<file path="src/hw/rtl/assert_macros.svh">
// assertion macros for the top level rtl file of the value dictionary
// no dependencies; simulation builds get the checks, SYNTH builds get empty bodies
`ifndef ASSERT_MACROS_SVH
`define ASSERT_MACROS_SVH

`ifndef SYNTH

// same-cycle implication, checked out of reset
`define VD_ASSERT_IMPLY(label, clk, rst_n, ante, cons) \
  label: assert property (@(posedge clk) disable iff (!rst_n) (ante) |-> (cons)) \
    else $error("value dictionary assertion failed");

// next-cycle implication, checked out of reset
`define VD_ASSERT_NEXT(label, clk, rst_n, ante, cons) \
  label: assert property (@(posedge clk) disable iff (!rst_n) (ante) |=> (cons)) \
    else $error("value dictionary assertion failed");

`else

`define VD_ASSERT_IMPLY(label, clk, rst_n, ante, cons)
`define VD_ASSERT_NEXT(label, clk, rst_n, ante, cons)

`endif

`endif

</file>
<file path="src/hw/rtl/vdfl_pkg.sv">
// types and constants for the value dictionary with free list
// no dependencies; used by the interfaces, the cell and the top level
package vdfl_pkg;

  localparam int DICT_SLOTS = 8;
  localparam int WORD_BITS  = 32;
  localparam int SLOT_BITS  = $clog2(DICT_SLOTS);
  localparam int COUNT_BITS = $clog2(DICT_SLOTS + 1);
  localparam int FUNC_BITS  = 2;
  localparam int ERR_BITS   = 2;

  typedef logic [WORD_BITS-1:0]  word_t;
  typedef logic [SLOT_BITS-1:0]  slot_t;
  typedef logic [COUNT_BITS-1:0] count_t;

  // request operation codes
  typedef enum logic [FUNC_BITS-1:0] {
    FUNC_LOOKUP = 2'd0,
    FUNC_INSERT = 2'd1,
    FUNC_REMOVE = 2'd2
  } func_t;

  // result error codes
  typedef enum logic [ERR_BITS-1:0] {
    ERR_OK     = 2'd0,
    ERR_FULL   = 2'd1,
    ERR_UNUSED = 2'd2
  } err_t;

  // request broadcast to every cell
  typedef struct packed {
    logic                 go;
    logic [FUNC_BITS-1:0] func;
    word_t                word;
    slot_t                rm_slot;
    count_t               lim;
    logic                 any_match;
  } cmd_t;

  // data handed from one cell to the next
  typedef struct packed {
    count_t idx;
    logic   match;
    slot_t  match_slot;
    logic   free;
    slot_t  free_slot;
    count_t free_cnt;
    logic   rm_ok;
  } chain_t;

endpackage

</file>
<file path="src/hw/rtl/vdfl_if.sv">
// valid/ready channel interfaces for requests and results
// depends on vdfl_pkg
interface vdfl_in_if;
  logic                          valid;
  logic                          ready;
  logic [vdfl_pkg::FUNC_BITS-1:0] func;
  vdfl_pkg::word_t               word_value;
  vdfl_pkg::slot_t               slot_index;

  modport source (output valid, func, word_value, slot_index, input ready);
  modport sink   (input valid, func, word_value, slot_index, output ready);
endinterface

interface vdfl_out_if;
  logic                          valid;
  logic                          ready;
  logic                          hit;
  vdfl_pkg::slot_t               slot_out;
  logic [vdfl_pkg::ERR_BITS-1:0] error_code;
  vdfl_pkg::count_t              free_count;

  modport source (output valid, hit, slot_out, error_code, free_count, input ready);
  modport sink   (input valid, hit, slot_out, error_code, free_count, output ready);
endinterface

</file>
<file path="src/hw/rtl/vdfl_cell.sv">
// one dictionary slot: stored word, used bit and its link in the search chain
// depends on vdfl_pkg
module vdfl_cell (
  input  logic             clk,
  input  logic             rst_n,
  input  vdfl_pkg::cmd_t   cmd,
  input  vdfl_pkg::chain_t chain_in,
  output vdfl_pkg::chain_t chain_out
);
  import vdfl_pkg::*;

  word_t word_r;
  logic  used_r;
  logic  used_nxt;
  logic  own_match;
  logic  own_free;
  logic  claim;
  logic  rm_here;
  slot_t my_slot;

  assign my_slot = chain_in.idx[SLOT_BITS-1:0];

  // local compare and free test
  assign own_match = used_r && (word_r == cmd.word);
  assign own_free  = (chain_in.idx < cmd.lim) && !used_r;
  assign rm_here   = used_r && ({1'b0, cmd.rm_slot} == chain_in.idx);

  // lowest free slot claims an insert that matched nowhere
  assign claim = cmd.go && (cmd.func == FUNC_INSERT) && !cmd.any_match
              && own_free && !chain_in.free;

  // pass search results on to the next cell, lower slots win
  always_comb begin
    chain_out.idx        = chain_in.idx + count_t'(1);
    chain_out.match      = chain_in.match | own_match;
    chain_out.match_slot = chain_in.match ? chain_in.match_slot : my_slot;
    chain_out.free       = chain_in.free | own_free;
    chain_out.free_slot  = chain_in.free ? chain_in.free_slot : my_slot;
    chain_out.free_cnt   = chain_in.free_cnt + count_t'(own_free);
    chain_out.rm_ok      = chain_in.rm_ok | rm_here;
  end

  // used bit update
  always_comb begin
    used_nxt = used_r;
    if (claim) begin
      used_nxt = 1'b1;
    end else if (cmd.go && (cmd.func == FUNC_REMOVE) && rm_here) begin
      used_nxt = 1'b0;
    end
  end

  always_ff @(posedge clk) begin
    if (!rst_n) begin
      used_r <= 1'b0;
    end else begin
      used_r <= used_nxt;
    end
  end

  // stored word, written only when the slot is claimed
  always_ff @(posedge clk) begin
    if (claim) begin
      word_r <= cmd.word;
    end
  end

endmodule

</file>
<file path="src/hw/rtl/value_dictionary_with_free_list.sv">
// top level of the value dictionary: config register, cell row, result register
// depends on vdfl_pkg, vdfl_if, vdfl_cell and assert_macros.svh
//
//   channel   dir   handshake       payload
//   in_ch     in    valid/ready     func, word_value, slot_index
//   out_ch    out   valid/ready     hit, slot_out, error_code, free_count
//   cfg_*     in    cfg_we          cfg_data (active_entries)
//
// one request per cycle unless a waiting result stalls the input; its result shows in the cycle after the transfer
// the search ripples through the row of slot cells within that cycle
// reset clears every used bit and sets active_entries to all slots
// a waiting result stalls the input only when out_ch is not ready
`include "assert_macros.svh"

module value_dictionary_with_free_list (
  input  logic                       clk,
  input  logic                       rst_n,
  vdfl_in_if.sink                    in_ch,
  vdfl_out_if.source                 out_ch,
  input  logic                       cfg_we,
  input  vdfl_pkg::count_t           cfg_data
);
  import vdfl_pkg::*;

  count_t active_r;
  count_t lim;
  logic   accept;
  cmd_t   cmd;
  chain_t chain_w [DICT_SLOTS+1];
  chain_t tail;

  logic                 out_valid_r;
  logic                 out_valid_nxt;
  logic                 hit_nxt;
  slot_t                slot_nxt;
  logic [ERR_BITS-1:0]  err_nxt;
  count_t               cnt_nxt;
  logic                 hit_r;
  slot_t                slot_r;
  logic [ERR_BITS-1:0]  err_r;
  count_t               cnt_r;

  // active slot count register
  always_ff @(posedge clk) begin
    if (!rst_n) begin
      active_r <= count_t'(DICT_SLOTS);
    end else if (cfg_we) begin
      active_r <= cfg_data;
    end
  end

  assign lim = (active_r > count_t'(DICT_SLOTS)) ? count_t'(DICT_SLOTS) : active_r;

  // input transfer
  assign in_ch.ready = !out_valid_r || out_ch.ready;
  assign accept      = in_ch.valid && in_ch.ready;

  // request broadcast
  assign tail = chain_w[DICT_SLOTS];
  always_comb begin
    cmd.go        = accept;
    cmd.func      = in_ch.func;
    cmd.word      = in_ch.word_value;
    cmd.rm_slot   = in_ch.slot_index;
    cmd.lim       = lim;
    cmd.any_match = tail.match;
  end

  // row of slot cells
  assign chain_w[0] = '0;
  genvar g;
  generate
    for (g = 0; g < DICT_SLOTS; g++) begin : g_cell
      vdfl_cell u_cell (
        .clk       (clk),
        .rst_n     (rst_n),
        .cmd       (cmd),
        .chain_in  (chain_w[g]),
        .chain_out (chain_w[g+1])
      );
    end
  endgenerate

  // result from the end of the chain
  always_comb begin
    hit_nxt  = 1'b0;
    slot_nxt = '0;
    err_nxt  = ERR_OK;
    cnt_nxt  = tail.free_cnt;
    case (in_ch.func)
      FUNC_LOOKUP: begin
        if (tail.match) begin
          hit_nxt  = 1'b1;
          slot_nxt = tail.match_slot;
        end
      end
      FUNC_INSERT: begin
        if (tail.match) begin
          hit_nxt  = 1'b1;
          slot_nxt = tail.match_slot;
        end else if (tail.free) begin
          slot_nxt = tail.free_slot;
          cnt_nxt  = tail.free_cnt - count_t'(1);
        end else begin
          err_nxt = ERR_FULL;
        end
      end
      FUNC_REMOVE: begin
        if (tail.rm_ok) begin
          cnt_nxt = tail.free_cnt + count_t'({1'b0, in_ch.slot_index} < lim);
        end else begin
          err_nxt = ERR_UNUSED;
        end
      end
      default: begin
        err_nxt = ERR_OK;
      end
    endcase
  end

  // output register
  always_comb begin
    out_valid_nxt = out_valid_r;
    if (accept) begin
      out_valid_nxt = 1'b1;
    end else if (out_ch.ready) begin
      out_valid_nxt = 1'b0;
    end
  end

  always_ff @(posedge clk) begin
    if (!rst_n) begin
      out_valid_r <= 1'b0;
    end else begin
      out_valid_r <= out_valid_nxt;
    end
  end

  always_ff @(posedge clk) begin
    if (accept) begin
      hit_r  <= hit_nxt;
      slot_r <= slot_nxt;
      err_r  <= err_nxt;
      cnt_r  <= cnt_nxt;
    end
  end

  assign out_ch.valid      = out_valid_r;
  assign out_ch.hit        = hit_r;
  assign out_ch.slot_out   = slot_r;
  assign out_ch.error_code = err_r;
  assign out_ch.free_count = cnt_r;

  // checks
  `VD_ASSERT_IMPLY(a_full_has_no_free, clk, rst_n, out_valid_r && (err_r == ERR_FULL), cnt_r == '0)
  `VD_ASSERT_IMPLY(a_hit_is_ok, clk, rst_n, out_valid_r && hit_r, err_r == ERR_OK)
  `VD_ASSERT_NEXT(a_transfer_gives_result, clk, rst_n, accept, out_valid_r)

endmodule

</file>
<file path="src/flat_wrapper.sv">
// flat-port wrapper written by rule: the top's interface ports become plain ports
module value_dictionary_with_free_list_flat import vdfl_pkg::*;
  (clk, rst_n, cfg_we, cfg_data, in_ch_valid, in_ch_func, in_ch_word_value, in_ch_slot_index, in_ch_ready, out_ch_valid, out_ch_hit, out_ch_slot_out, out_ch_error_code, out_ch_free_count, out_ch_ready);
  vdfl_in_if in_ch_i ();
  vdfl_out_if out_ch_i ();
  input  logic clk;
  input  logic rst_n;
  input  logic cfg_we;
  input  vdfl_pkg::count_t cfg_data;
  input wire logic [$bits(in_ch_i.valid)-1:0] in_ch_valid;
  input wire logic [$bits(in_ch_i.func)-1:0] in_ch_func;
  input wire logic [$bits(in_ch_i.word_value)-1:0] in_ch_word_value;
  input wire logic [$bits(in_ch_i.slot_index)-1:0] in_ch_slot_index;
  output wire logic [$bits(in_ch_i.ready)-1:0] in_ch_ready;
  output wire logic [$bits(out_ch_i.valid)-1:0] out_ch_valid;
  output wire logic [$bits(out_ch_i.hit)-1:0] out_ch_hit;
  output wire logic [$bits(out_ch_i.slot_out)-1:0] out_ch_slot_out;
  output wire logic [$bits(out_ch_i.error_code)-1:0] out_ch_error_code;
  output wire logic [$bits(out_ch_i.free_count)-1:0] out_ch_free_count;
  input wire logic [$bits(out_ch_i.ready)-1:0] out_ch_ready;
  assign in_ch_i.valid = in_ch_valid;
  assign in_ch_i.func = in_ch_func;
  assign in_ch_i.word_value = in_ch_word_value;
  assign in_ch_i.slot_index = in_ch_slot_index;
  assign in_ch_ready = in_ch_i.ready;
  assign out_ch_valid = out_ch_i.valid;
  assign out_ch_hit = out_ch_i.hit;
  assign out_ch_slot_out = out_ch_i.slot_out;
  assign out_ch_error_code = out_ch_i.error_code;
  assign out_ch_free_count = out_ch_i.free_count;
  assign out_ch_i.ready = out_ch_ready;
  value_dictionary_with_free_list u_core (.clk(clk), .rst_n(rst_n), .in_ch(in_ch_i), .out_ch(out_ch_i), .cfg_we(cfg_we), .cfg_data(cfg_data));
endmodule
</file>
<file path="config.mk">
export PLATFORM = sky130hd
export DESIGN_NAME = value_dictionary_with_free_list_flat
export DESIGN_NICKNAME = d
export VERILOG_FILES = /design/src/hw/rtl/vdfl_pkg.sv /design/src/hw/rtl/vdfl_if.sv /design/src/hw/rtl/vdfl_cell.sv /design/src/hw/rtl/value_dictionary_with_free_list.sv /design/src/flat_wrapper.sv
export VERILOG_INCLUDE_DIRS = /design/src /design/src/hw/rtl
export SDC_FILE = /design/constraint.sdc
export NUM_CORES = 1
export LEC_CHECK = 0
export BUFFER_PORTS_ARGS = -buffer_cell sky130_fd_sc_hd__clkbuf_2
export CAP_MARGIN = 20
export CORE_MARGIN = 2
export CORE_UTILIZATION = 31
export CTS_BUF_LIST = sky130_fd_sc_hd__clkbuf_2 sky130_fd_sc_hd__clkbuf_4 sky130_fd_sc_hd__clkbuf_8
export CTS_CLUSTER_DIAMETER = 100
export DETAILED_ROUTE_END_ITERATION = 8
export GPL_ROUTABILITY_DRIVEN = 0
export PLACE_DENSITY = 0.52
export RECOVER_POWER = 50
export SYNTH_ARGS = -nofsm -noshare
export SYNTH_HDL_FRONTEND = slang
export SYNTH_SLANG_ARGS = --single-unit
</file>
<file path="constraint.sdc">
create_clock -name clk -period 12 [get_ports clk]
set_input_delay 3 -clock clk [delete_from_list [all_inputs] [get_ports clk]]
set_output_delay 3 -clock clk [all_outputs]
set_load 0.02 [all_outputs]
</file>
==> impl_metrics.tcl <==
set metrics [dict create \
    min_from "u_core.out_ch.valid$_SDFFE_PN0P_" \
    area_delta_synth_final_pct 14.04 \
    fin_nets 995 \
    finalSetupTns_ns 0 \
    cp.required_ns 9.00 \
    core_um2 39820 \
    synthCells 857 \
    worstSetupStartpointType "input port" \
    die-area_um2 42040 \
    holdCritPathClass "reg2reg" \
    power_mw 2.108 \
    cts_resized 0 \
    via_per_inst 4.595 \
    ant_nets 0 \
    routedWlPerCell_um 20.33 \
    synth_seq_area_share 0.6583 \
    track_usage 0.1468 \
    async_flop_share 0 \
    clock_path_buffers 3 \
    ir_worst_vdd_uv 82.20 \
    drive_gt1_frac 0.1212 \
    cts_root_buffer "clkbuf_8" \
    cp-end-kind "output pin" \
    worstSetupStartpoint "out_ch_ready" \
    htreeDepth 2 \
    ios 58 \
    max_freq_mhz 156.6 \
    clk-insertion-delay-late_ns 0.61 \
    synth_cell_types 54 \
    grt_pass1_wl_um 44870 \
    fin_hold_ws_ns 0.5273 \
    crit_type "in2out" \
    drt_iter0_drc 410 \
    maxCapViolations 0 \
    clock_skew_ns 0.03792 \
    ctsHoldBuffers 0 \
    cts_buffers 49 \
    yosysWarnings 0 \
    std_cell_rows 73 \
    routed_wl_um 30290 \
    synth_area_um2 12530 \
    antenna_found_initial 2 \
    synth_seq_cells 279 \
    grt_max_degree 33 \
    start_util 0.3146 \
    numPortBuffers 57 \
    ys.flop_type "edfxtp_1" \
    drcViolationCount 0 \
    tightest_slew_ns 1.332 \
    cts.sinks 279 \
    crit_path_max_fanout 3 \
    syn-mean-instance-area_um2 14.62 \
    fin_crit_ns 6.384 \
    pwr_density_cell_nw_per_um2 147.6 \
    grt_overflow 0 \
    cts_setup_buffers 0 \
    rsz0062_at_grt "false" \
    r2r-start "u_core.active_r[2]$_SDFFE_PN0P_" \
    relSlewSlack 0.1118 \
    dp_hpwl_um 19180 \
    die_width_um 205.0 \
    layout_common_cells "edfxtp_1, xor2_1, xnor2_1" \
    setup_viol 0 \
    finalHoldViolCount 0 \
    outcome "completed" \
    dr.pass1.iters 4 \
    die_h_um 205.0 \
    synthesis.nets 920 \
    grt_pass1_vias 6862 \
    synth_area_leader_cell "edfxtp_1" \
    leakagePower_nw 4.689 \
    arrival_ns 3.38 \
    vias 6847 \
    tritoncts "yes" \
    antenna_cells 0 \
    synth_top_area_frac 0.6376 \
    path_clk_slew_ns 0.05 \
    synth-edff-count 266 \
    synth_area_leaders "edfxtp_1, xor2_1, xnor2_1" \
    timing.final.crit_share 0.5320 \
    layout_commonest_cell "edfxtp_1" \
    slew_violations 0 \
]
[report_power, final]
group          leakage [nW]  switching, mW  internal, mW
registers              2.51        0.00526          1.08
logic                  1.70          0.123        0.0650
clock network         0.480          0.385         0.450
total                  4.69          0.513          1.60
[logic make-up (layout without fill, tap and decap cells)]
| group | Yosys count | count (layout) | share of synthesized area |
|---|---|---|---|
| XOR/XNOR | 255 | 255 | 0.1783 |
| AO/OA/AOI/OAI | 58 | 58 | 0.03176 |
| multiplexers | 7 | 7 | 0.005593 |
| AND/OR/NAND/NOR | 177 | 177 | 0.08160 |
| buffers and inverters | 64 | 172 | 0.02507 |
| adder cells (fa/ha/maj) | 17 | 17 | 0.01938 |
| flip-flops | 279 | 279 | 0.6583 |
[state kept, by name, summed over array words and instances (netlist names)]
name,flops
u_core.g_cell.u_cell.word_r,256
u_core.g_cell.u_cell.used_r,8
u_core.active_r,4
u_core.out_ch.free_count,4
u_core.out_ch.slot_out,3
u_core.out_ch.error_code,2
u_core.out_ch.hit,1
u_core.out_ch.valid,1
[synth_stat cells, types with 4 or more instances]
cell and n:
buf_2 29, nor3_1 14, buf_4 4, nand3_1 24, fa_1 4, nor2b_1 4, a21oi_1 9, xor2_1 162
nand4_1 25, or3_1 5, xnor2_1 93, mux2i_1 7, nor2_1 19, clkbuf_1 5, o22ai_1 4, nand2b_1 6
nand2_1 19, inv_1 23, ha_1 13, nor4_1 44, a31oi_1 5, o211ai_1 7, dfxtp_1 13, o21ai_0 8
o21ai_1 5, edfxtp_1 266
[worst max-delay path: stages]
cell and delay (ns):
clkbuf_2 0.07, nand2b_1 0.15, clkbuf_2 0.16
[area by class of cell]
class | count | area (um2)
well taps | 525 | 656.9
fillers | 3894 | 25540
repair buffers | 65 | 360.3
clock inverters | 19 | 121.4
inverters | 23 | 86.33
clock buffers | 65 | 794.5
multi-input cells | 514 | 4020
flip-flops and latches | 279 | 8248
[through the flow]
stage                       util  cell area (um2)  std cells  worst slack [ns]
after detailed placement  0.3346            13330       1402             5.430
after CTS                 0.3576            14240       1486             5.611
after floorplan                -            12530        857             4.175
final                     0.3588            14290       1490             5.616
after global routing      0.3588            14290       1490             5.529
after global placement    0.3346            13330       1402             5.483
[path summary, 6_finish.rpt]
check                                               end  slack (ns)  cells after the start
setup / recovery                            in_ch_ready        5.62                      3
hold / removal         u_core.out_ch.valid$_SDFFE_PN0P_        0.53                      2
setup reg to reg  u_core.out_ch.free_count[2]$_DFFE_PP_        7.53                     15
hold reg to reg        u_core.out_ch.valid$_SDFFE_PN0P_        0.53                      2
[routing by layer]
layer,GRT usage,share of wire,routed length [um],up-vias
met3,0.02736,0.047,1437,39
li1,-,-,-,3279
met1,0.2009,0.47,14130,3362
met2,0.2375,0.47,14220,167
met4,0.04291,0.016,499,0
met5,0,0,0,-
(Power assumes the default switching activity.)
